--- src/design/gts_pkg.sv ---
`timescale 1ns / 1ps
// ----------------------------------------------------------------------------
// gts_pkg
// Shared types and constants of the trilinear grid sampler.
// ----------------------------------------------------------------------------
package gts_pkg;

  localparam int RES_W       = 6;
  localparam int FRAC_BITS   = 16;
  localparam int ADDR_FW     = 18;
  localparam int NUM_CORNERS = 8;
  localparam int CFG_IDX_W   = 2;

  localparam logic [FRAC_BITS:0] FRAC_ONE = 17'h10000;

  localparam logic [CFG_IDX_W-1:0] REG_RES_X = 2'd0;
  localparam logic [CFG_IDX_W-1:0] REG_RES_Y = 2'd1;
  localparam logic [CFG_IDX_W-1:0] REG_RES_Z = 2'd2;

  localparam logic [RES_W-1:0] RES_RESET = 6'd32;

  typedef struct packed {
    logic                 lookup;
    logic                 ok;
    logic [FRAC_BITS-1:0] fx;
    logic [FRAC_BITS-1:0] fy;
    logic [FRAC_BITS-1:0] fz;
  } meta_t;

endpackage

--- src/design/gts_addr.sv ---
`timescale 1ns / 1ps
// ----------------------------------------------------------------------------
// gts_addr
// Scales the position, splits cell and fraction, and forms the eight wrapped
// corner addresses (or the write address) over six pipeline stages.
// ----------------------------------------------------------------------------
module gts_addr #(
  parameter int DEPTH = 32768,
  parameter int AW    = 15,
  parameter int VB    = 16
) (
  input  logic                         clk_i,
  input  logic [5:0]                   en_i,
  input  logic                         req_type_i,
  input  logic [14:0]                  voxel_index_i,
  input  logic [15:0]                  voxel_value_i,
  input  logic signed [19:0]           coord_x_i,
  input  logic signed [19:0]           coord_y_i,
  input  logic signed [19:0]           coord_z_i,
  input  logic [gts_pkg::RES_W-1:0]    res_x_i,
  input  logic [gts_pkg::RES_W-1:0]    res_y_i,
  input  logic [gts_pkg::RES_W-1:0]    res_z_i,
  input  logic [2*gts_pkg::RES_W-1:0]  slab_i,
  output logic [AW-1:0]                addr_o [gts_pkg::NUM_CORNERS],
  output logic [VB-1:0]                wdata_o,
  output gts_pkg::meta_t               meta_o
);

  localparam int FW    = gts_pkg::ADDR_FW;
  localparam int AFW   = (FW > AW) ? FW : AW;
  localparam int SHIFT = FW + AW;
  localparam int RW    = FW + 2;
  localparam int PW    = FW + RW;
  localparam int QW    = FW + AW + 1;
  localparam int NC    = gts_pkg::NUM_CORNERS;
  localparam int RS    = gts_pkg::RES_W;
  localparam int FB    = gts_pkg::FRAC_BITS;
  localparam longint RECIP_L = ((longint'(1) << SHIFT) + longint'(DEPTH) - 1)
                               / longint'(DEPTH);
  localparam logic [RW-1:0] RECIP = RW'(RECIP_L);
  localparam logic [QW-1:0] DEPTH_Q = QW'(DEPTH);

  typedef struct packed {
    logic          lookup;
    logic [14:0]   widx;
    logic [VB-1:0] wdata;
  } pass_t;

  logic signed [26:0] px_q, py_q, pz_q;
  pass_t              pass_q [6];
  logic [RS-1:0]      cx_q, cy_q, cz_q;
  logic               ok_q [1:5];
  logic [FB-1:0]      fx_q [1:5], fy_q [1:5], fz_q [1:5];
  logic [FW-1:0]      base_q;
  logic [FW-1:0]      a3_q [NC];
  logic [FW-1:0]      a4_q [NC];
  logic [FW-1:0]      q4_q [NC];
  logic [AW-1:0]      r5_q [NC];

  function automatic logic axis_ok(logic signed [26:0] p, logic [RS-1:0] res);
    return !p[26] && (({1'b0, p[25:16]} + 11'd1) < {5'd0, res});
  endfunction

  always_ff @(posedge clk_i) begin
    if (en_i[0]) begin
      px_q <= $signed(coord_x_i) * $signed({1'b0, res_x_i});
      py_q <= $signed(coord_y_i) * $signed({1'b0, res_y_i});
      pz_q <= $signed(coord_z_i) * $signed({1'b0, res_z_i});
      pass_q[0] <= '{lookup: req_type_i, widx: voxel_index_i, wdata: VB'(voxel_value_i)};
    end
  end

  always_ff @(posedge clk_i) begin
    if (en_i[1]) begin
      cx_q     <= px_q[16+RS-1:16];
      cy_q     <= py_q[16+RS-1:16];
      cz_q     <= pz_q[16+RS-1:16];
      fx_q[1]  <= px_q[FB-1:0];
      fy_q[1]  <= py_q[FB-1:0];
      fz_q[1]  <= pz_q[FB-1:0];
      ok_q[1]  <= axis_ok(px_q, res_x_i) && axis_ok(py_q, res_y_i) && axis_ok(pz_q, res_z_i);
      pass_q[1] <= pass_q[0];
    end
  end

  always_ff @(posedge clk_i) begin
    if (en_i[2]) begin
      base_q <= FW'(cz_q) * FW'(slab_i) + FW'(cy_q) * FW'(res_x_i) + FW'(cx_q);
    end
  end

  always_ff @(posedge clk_i) begin
    if (en_i[3]) begin
      for (int i = 0; i < NC; i++) begin
        if (i == 0 && !pass_q[2].lookup) begin
          a3_q[i] <= FW'(pass_q[2].widx);
        end else begin
          a3_q[i] <= base_q + FW'(i % 2) + ((i % 4) >= 2 ? FW'(res_x_i) : '0)
                     + (i >= 4 ? FW'(slab_i) : '0);
        end
      end
    end
  end

  always_ff @(posedge clk_i) begin
    if (en_i[4]) begin
      for (int i = 0; i < NC; i++) begin
        a4_q[i] <= a3_q[i];
        q4_q[i] <= FW'((PW'(a3_q[i]) * PW'(RECIP)) >> SHIFT);
      end
    end
  end

  always_ff @(posedge clk_i) begin
    if (en_i[5]) begin
      for (int i = 0; i < NC; i++) begin
        r5_q[i] <= AW'(AFW'(a4_q[i]) - AFW'(QW'(q4_q[i]) * DEPTH_Q));
      end
    end
  end

  for (genvar s = 2; s < 6; s++) begin : g_pass
    always_ff @(posedge clk_i) begin
      if (en_i[s]) begin
        pass_q[s] <= pass_q[s-1];
        ok_q[s]   <= ok_q[s-1];
        fx_q[s]   <= fx_q[s-1];
        fy_q[s]   <= fy_q[s-1];
        fz_q[s]   <= fz_q[s-1];
      end
    end
  end

  assign addr_o  = r5_q;
  assign wdata_o = pass_q[5].wdata;
  assign meta_o  = '{lookup: pass_q[5].lookup, ok: ok_q[5], fx: fx_q[5], fy: fy_q[5],
                     fz: fz_q[5]};

endmodule

--- config.mk ---
export PLATFORM = sky130hd
export DESIGN_NAME = gts_addr
export DESIGN_NICKNAME = d
export VERILOG_FILES = /design/src/design/gts_pkg.sv /design/src/design/gts_addr.sv
export SDC_FILE = /design/constraint.sdc
export NUM_CORES = 2
export LEC_CHECK = 0
export BUFFER_PORTS_ARGS = -buffer_cell sky130_fd_sc_hd__buf_2
export CAP_MARGIN = 10
export CORE_MARGIN = 2
export CORE_UTILIZATION = 56
export DETAILED_ROUTE_END_ITERATION = 10
export PLACE_DENSITY = 0.79
export SYNTH_ARGS = -nofsm -noshare
export SYNTH_HDL_FRONTEND = slang
export SYNTH_SLANG_ARGS = --single-unit
--- constraint.sdc ---
create_clock -name clk_i -period 4.9 [get_ports clk_i]
set_input_delay 0.245 -clock clk_i [delete_from_list [all_inputs] [get_ports clk_i]]
set_output_delay 0.245 -clock clk_i [all_outputs]
set_load 0.005 [all_outputs]
== Word-level counts from Yosys, hierarchy flattened ==
Memory sizes are Yosys's and may differ from the RTL's.
Index checks and enable logic that the tools add are counted.

* Reductions and logical operators: 8
* Bitwise logic cells: 1
* Multiply operators: 5
* Add/subtract/negate cells: 20
* $lt $le $gt $ge: 3
* Muxes and demuxes: 19

{| class="wikitable"
|+ Operator list
! kind !! count
|-
| $sub 15x1->15 const B || 8
|-
| $add 18x12->18 || 5
|-
| $mul 20x7->27 || 3
|-
| $add 18x6->18 || 3
|-
| $add 10x1->11 const B || 3
|-
| $lt 11x6->1 || 3
|-
| $add 18x1->18 const B || 1
|-
| $mul 6x12->18 || 1
|-
| $mux 1 || 18
|-
| $mux 18 || 1
|-
| $mul 6x6->12 || 1
|-
| $logic_and 1x1->1 || 5
|-
| $logic_not 1->1 || 3
|-
| $or 1x1->1 || 1
|}

* Bits of input ports: 129
* RAM bits: 725
* Memories: 7
* Flip-flop bits (word level): 237
* Logic and storage cells: 78

{| class="wikitable"
|+ Memories
! memory !! words !! bits a word !! rd ports !! clocked after Yosys merged registers in !! wr ports !! line !! source
|-
| pass_q || 6 || 32 || 6 || 0 || 6 || gts_addr.sv:50 || <nowiki>pass_t pass_q [6];</nowiki>
|-
| a3_q || 8 || 18 || 8 || 0 || 8 || gts_addr.sv:55 || <nowiki>logic [FW-1:0] a3_q [NC];</nowiki>
|-
| a4_q || 8 || 18 || 8 || 0 || 8 || gts_addr.sv:56 || <nowiki>logic [FW-1:0] a4_q [NC];</nowiki>
|-
| fx_q || 5 || 16 || 5 || 0 || 5 || gts_addr.sv:53 || <nowiki>logic [FB-1:0] fx_q [1:5], fy_q [1:5], fz_q [1:5];</nowiki>
|-
| fy_q || 5 || 16 || 5 || 0 || 5 || gts_addr.sv:53 ||
|-
| fz_q || 5 || 16 || 5 || 0 || 5 || gts_addr.sv:53 ||
|-
| 1 more memories || n/a || n/a || n/a || n/a || n/a || n/a ||
|}

== Depth between registers and ports, before layout ==
* Depth in word-level cells: 5
* Gate-level depth with buffers: 22
* Gate-level depth less buffers: 21

== Least setup slack after synthesis ==
OpenSTA, ideal clock, no wires.

* Kind: register to register
* Start: reg cz_q[0]
* End: reg base_q[14] (data pin)
* Buffers on the path: 1
* Slack: -0.341 ns
* Stages on the path, launching flop included: 21
* Setup time: 0.266 ns
* Data arrival time: 4.975 ns
* Required time: 4.634 ns
* Path through: edfxtp_1 -> clkbuf_1 -> and2_1 -> fa_1 -> inv_1 -> fa_1 -> inv_1 -> fa_1 -> fa_1 -> inv_1 -> fa_1 -> inv_1 -> ha_1 -> nor2b_1 -> o21ai_0 -> a21boi_0 -> o21ai_0 -> a21oi_1 -> a41o_1 -> o41ai_1 -> xnor2_1

* Cells in the longest elaborated chain, start to end: 3

{| class="wikitable"
|+ Ends and longest elaborated chain
! element !! line !! source
|-
| from (decl) || gts_addr.sv:51 || <nowiki>logic [RS-1:0] cx_q, cy_q, cz_q;</nowiki>
|-
| from (signal assigned) || gts_addr.sv:77 || <nowiki>cz_q <= pz_q[16+RS-1:16];</nowiki>
|-
| $mul 6x12->18 || gts_addr.sv:88 || <nowiki>base_q <= FW'(cz_q) * FW'(slab_i) + FW'(cy_q) * FW'(res_x_i) + FW'(cx_q);</nowiki>
|-
| $add 18x12->18 || gts_addr.sv:88 ||
|-
| $add 18x6->18 || gts_addr.sv:88 ||
|-
| to (signal assigned) || gts_addr.sv:88 ||
|-
| to (decl) || gts_addr.sv:54 || <nowiki>logic [FW-1:0] base_q;</nowiki>
|}

No other way between the ends.
A chain may end at the register's enable or synchronous reset.

== Worst setup path after layout ==
Ends and elaborated chain as after synthesis.

==> impl_metrics.json <==
{
  "drt-vias-per-instance": 5.18,
  "wl_met2_um": 44700,
  "worstPathRequired_ns": 5.26,
  "drv_slew": 0,
  "pre_cts_ws_ns": -0.278,
  "cp_top_family": "adder cells",
  "setup-violations-final": 0,
  "clock_slew_at_reported_path_ffs_ns": 0.06,
  "synth_async_sr_flop_share_pct": 0,
  "power.clock.fraction_pct": 17.2,
  "drt_first_pass_iters": 5,
  "reg2reg_from": "cz_q[0]$_DFFE_PP_",
  "tritoncts.num_buffers": 80,
  "cp-startpoint": "cz_q[0]$_DFFE_PP_",
  "synth_area_um2": 46900,
  "synth_area_leaders": "sky130_fd_sc_hd__edfxtp_1 (55%), sky130_fd_sc_hd__fa_1 (14%), sky130_fd_sc_hd__ha_1 (7.9%), sky130_fd_sc_hd__and2_1 (4.7%), sky130_fd_sc_hd__inv_1 (3.9%)",
  "endpoint_kind": "flop",
  "core_area_um2": 83300,
  "synth_adder_area_share_pct": 22.1,
  "drt-met1-wl_um": 36000,
  "timing_worst_slew_pin_value_ns": 0.920,
  "post_route_cells_drive_above_1_share_pct": 15.7,
  "worst_ep_arrival_time_ns": 5.26,
  "portBuffers": 314,
  "hold_slack_ns": 0.0832,
  "routed_wl_um": 87200,
  "num-nets-final": 4609,
  "timing.critical_path.buf_inv": 4,
  "fp.dieH_um": 293,
  "synth_largest_type_area_fraction_pct": 55.5,
  "crit_slowest_cell": "sky130_fd_sc_hd__fa_1",
  "start_util_pct": 56.3,
  "wl_met3_um": 4310,
  "xor_xnor_fraction_of_synth_area_pct": 3.49,
  "crit_path_start_kind": "flop",
  "ordered_list_of_cells_on_the_worst_path": "and2_4, fa_1, inv_2, fa_1, inv_1, fa_1, fa_1, inv_1, fa_1, inv_2, ha_4, nor2b_4, o21ai_2, a21boi_2, o21ai_2, a21oi_2, a41o_1, o41ai_2, xnor2_1",
  "chipWidth_um": 293,
  "pwr-share-comb_pct": 48.6,
  "ys_seq_area_share_pct": 55.5,
  "hold_violations": 0,
  "pwr-share-seq_pct": 34.1,
  "remaining_drc_errors": 0,
  "dpl.hpwl_um": 64900,
  "grt_start_max_net_pins": 151,
  "leakagePower_uw": 0.0226,
  "hold_path_startpoint": "en_i[4]",
  "switching_share_pct": 36.0,
  "slew-limit-headroom_pct": 38.7,
  "grt_overflow_total": 0,
  "tritoncts": "built",
  "max_cap_violation_count": 0,
  "cp_slowest_stage_delay_ns": 0.53,
  "clock_path_buffers": 3,
  "synth_cell_type_count": 70,
  "highest_layer": "met5",
  "worst_clock_skew_ns": 0.0208,
  "synth_cells": 3391,
  "status": "finished clean",
  "ir_worst_vdd_mv": 0.784,
  "number_of_global_route_vias_before_repair": 27000,
  "clk-insertion-delay-late_ns": 0.63,
  "yosys_warns": 0,
  "synth_top_cell_by_area": "sky130_fd_sc_hd__edfxtp_1",
  "die_area_um2": 86000,
  "worst-path-max-fanout": 4,
  "dr.first_iter.drc_count": 1419,
  "vias": 25900,
  "highest_achievable_clock_rate_mhz": 204,
  "dominantRegCellSynth": "sky130_fd_sc_hd__edfxtp_1",
  "drt-wirelength-per-cell_um": 17.4,
  "ctsHtreeMaxLevel": 3,
  "globalplace.congestion": 0.875,
  "rsz0062_at_grt": "yes",
  "internal_power_uw": 22100,
  "synth_top_family_by_area": "adder cells",
  "syn_nets": 4146,
  "root_buffer": "sky130_fd_sc_hd__clkbuf_16",
  "path_class": "reg2reg",
  "final_antenna_net_count": 0,
  "layout_worst_path_cycle_share_pct": 99.9,
  "worst_path_most_repeated_cell": "sky130_fd_sc_hd__fa_1",
  "fin_crit_ns": 4.90,
  "grt_pass1_wl_um": 141000,
  "worst_hold_path_type": "in2reg",
  "rows": 106,
  "p_per_area_nw_per_um2": 649,
  "p_sw_uw": 12400,
  "io-pin-count": 315,
  "grt_antenna_before_repair": 8,
  "synth.ff_latch_count": 866,
  "synth_enable_flop_cells": 866,
  "final_critical_path_setup_slack_ns": 0.00304,
  "grt_util_all_layers_pct": 20.9,
  "synth-compound-area-share_pct": 4.45,
  "synth_mux_area_share_pct": 0.288,
  "cts_sinks": 866,
  "yosys.area_share.simple_pct": 8.97,
  "area_grow_syn2layout_pct": 13.7,
  "synthesis.area_per_instance_um2": 13.8
}
## cell type report
cell class / instances / area, um^2
Sequential cell: 866 / 26000
Inverter: 493 / 1850
Clock buffer: 94 / 2050
Clock inverter: 49 / 474
Fill cell: 6039 / 30000
Tap cell: 1080 / 1350
Multi-Input combinational cell: 1927 / 18500
Timing Repair Buffer: 486 / 3040
Antenna cell: 7 / 17.5
## worst paths after layout
check                           slack (ns)  cells after the start                    end
worst max-delay path                 0.003                     19   base_q[14]$_DFFE_PP_
worst min-delay path                  0.08                      1  fx_q[0][77]$_DFFE_PP_
worst max register to register       0.003                     19   base_q[14]$_DFFE_PP_
worst min register to register        0.41                      0  fy_q[0][80]$_DFFE_PP_
## metrics by stage
stage / TNS [ns] / utilization (%) / instance area, um^2 / total power (uW) / std cells
final: 0 / 64.0 / 53300 / 34600 / 5002
after global routing: -0.558 / 63.9 / 53200 / 37300 / 4995
after CTS: 0 / 63.9 / 53200 / 34300 / 4991
after detailed placement: -1.90 / 60.3 / 50300 / 27800 / 4809
after global placement: -0.720 / 60.3 / 50300 / 27200 / 4809
after floorplan: -0.0245 / - / 46900 / 23000 / 3391
## sequential cells by signal, summed over array words and instances, names as in the netlist
name / count
cy_q: 6
px_q: 27
base_q: 15
fz_q: 80
pz_q: 27
py_q: 27
a4_q: 120
a3_q: 120
ok_q: 5
cz_q: 6
pass_q: 147
addr_o: 120
fy_q: 80
cx_q: 6
fx_q: 80
## synth_stat cells (3+ instances only)
library cell                  n
sky130_fd_sc_hd__a211o_1      3
sky130_fd_sc_hd__a211oi_1    15
sky130_fd_sc_hd__a21boi_0     8
sky130_fd_sc_hd__a21o_1      40
sky130_fd_sc_hd__a21oi_1     90
sky130_fd_sc_hd__a2bb2oi_1    3
sky130_fd_sc_hd__a31oi_1     16
sky130_fd_sc_hd__and2_1     350
sky130_fd_sc_hd__and3_1      14
sky130_fd_sc_hd__and4_1       3
sky130_fd_sc_hd__buf_2        4
sky130_fd_sc_hd__buf_4       52
sky130_fd_sc_hd__clkbuf_1    47
sky130_fd_sc_hd__edfxtp_1   866
sky130_fd_sc_hd__fa_1       332
sky130_fd_sc_hd__ha_1       294
sky130_fd_sc_hd__inv_1      493
sky130_fd_sc_hd__mux2_2      12
sky130_fd_sc_hd__nand2_1    186
sky130_fd_sc_hd__nand2b_1    12
sky130_fd_sc_hd__nand3_1     43
sky130_fd_sc_hd__nand4_1      6
sky130_fd_sc_hd__nor2_1      85
sky130_fd_sc_hd__nor2b_1     17
sky130_fd_sc_hd__nor3_1      26
sky130_fd_sc_hd__nor4_1       8
sky130_fd_sc_hd__o211ai_1    11
sky130_fd_sc_hd__o21a_1      17
sky130_fd_sc_hd__o21ai_0     64
sky130_fd_sc_hd__o21bai_1    21
sky130_fd_sc_hd__o22ai_1      4
sky130_fd_sc_hd__o31ai_1      3
sky130_fd_sc_hd__o41ai_1      3
sky130_fd_sc_hd__or2_2        8
sky130_fd_sc_hd__or3_1        6
sky130_fd_sc_hd__xnor2_1    139
sky130_fd_sc_hd__xor2_1      44
## per-layer routing
| layer | up-vias | track usage [%] |
|---|---|---|
| met5 | - | 0 |
| met4 | 4 | 6.27 |
| met3 | 147 | 2.91 |
| met2 | 609 | 37.0 |
| met1 | 12800 | 26.9 |
| li1 | 12400 | - |
## power by group through the flow
| stage | Combinational, uW | Sequential, uW | Clock, uW |
|---|---|---|---|
| after floorplan | 11400 | 11600 | 0 |
| after global placement | 15300 | 11900 | 0 |
| after CTS | 16400 | 11800 | 6090 |
| after global routing | 18900 | 12000 | 6360 |
| final | 16800 | 11800 | 5950 |
| after detailed placement | 15800 | 12000 | 0 |
## kinds of logic (layout without fill, tap and decap cells)
group,count (synthesis),after routing
flops,866,866
other cells,0,7
compound gates,321,321
fa+ha+maj,627,627
xor+xnor,185,185
mux,12,12
buf+inv,598,1122
simple gates,782,782
## what timing repair did
item,CTS,global route
buffers inserted,4,4
setup endpoints to repair,5,7
hold buffers,35,0
endpoints found under the hold margin,35,0
pin swaps,10,7
resized for setup,6,11
## layout by cell type, fill, tap and decap left out, types with 14 or more instances in the layout
| cell | count |
|---|---|
| sky130_fd_sc_hd__edfxtp_1 | 866 |
| sky130_fd_sc_hd__inv_1 | 491 |
| sky130_fd_sc_hd__and2_1 | 348 |
| sky130_fd_sc_hd__fa_1 | 331 |
| sky130_fd_sc_hd__buf_2 | 308 |
| sky130_fd_sc_hd__ha_1 | 292 |
| sky130_fd_sc_hd__nand2_1 | 186 |
| sky130_fd_sc_hd__xnor2_1 | 139 |
| sky130_fd_sc_hd__buf_4 | 134 |
| sky130_fd_sc_hd__a21oi_1 | 87 |
| sky130_fd_sc_hd__nor2_1 | 85 |
| sky130_fd_sc_hd__clkbuf_16 | 80 |
| sky130_fd_sc_hd__o21ai_0 | 62 |
| sky130_fd_sc_hd__xor2_1 | 44 |
| sky130_fd_sc_hd__nand3_1 | 43 |
| sky130_fd_sc_hd__a21o_1 | 40 |
| sky130_fd_sc_hd__dlygate4sd3_1 | 35 |
| sky130_fd_sc_hd__nor3_1 | 26 |
| sky130_fd_sc_hd__o21bai_1 | 21 |
| sky130_fd_sc_hd__clkinv_1 | 18 |
| sky130_fd_sc_hd__o21a_1 | 17 |
| sky130_fd_sc_hd__nor2b_1 | 16 |
| sky130_fd_sc_hd__a31oi_1 | 16 |
| sky130_fd_sc_hd__a211oi_1 | 15 |
| sky130_fd_sc_hd__and3_1 | 14 |
| sky130_fd_sc_hd__clkbuf_1 | 14 |
(Power assumes the default switching activity.)
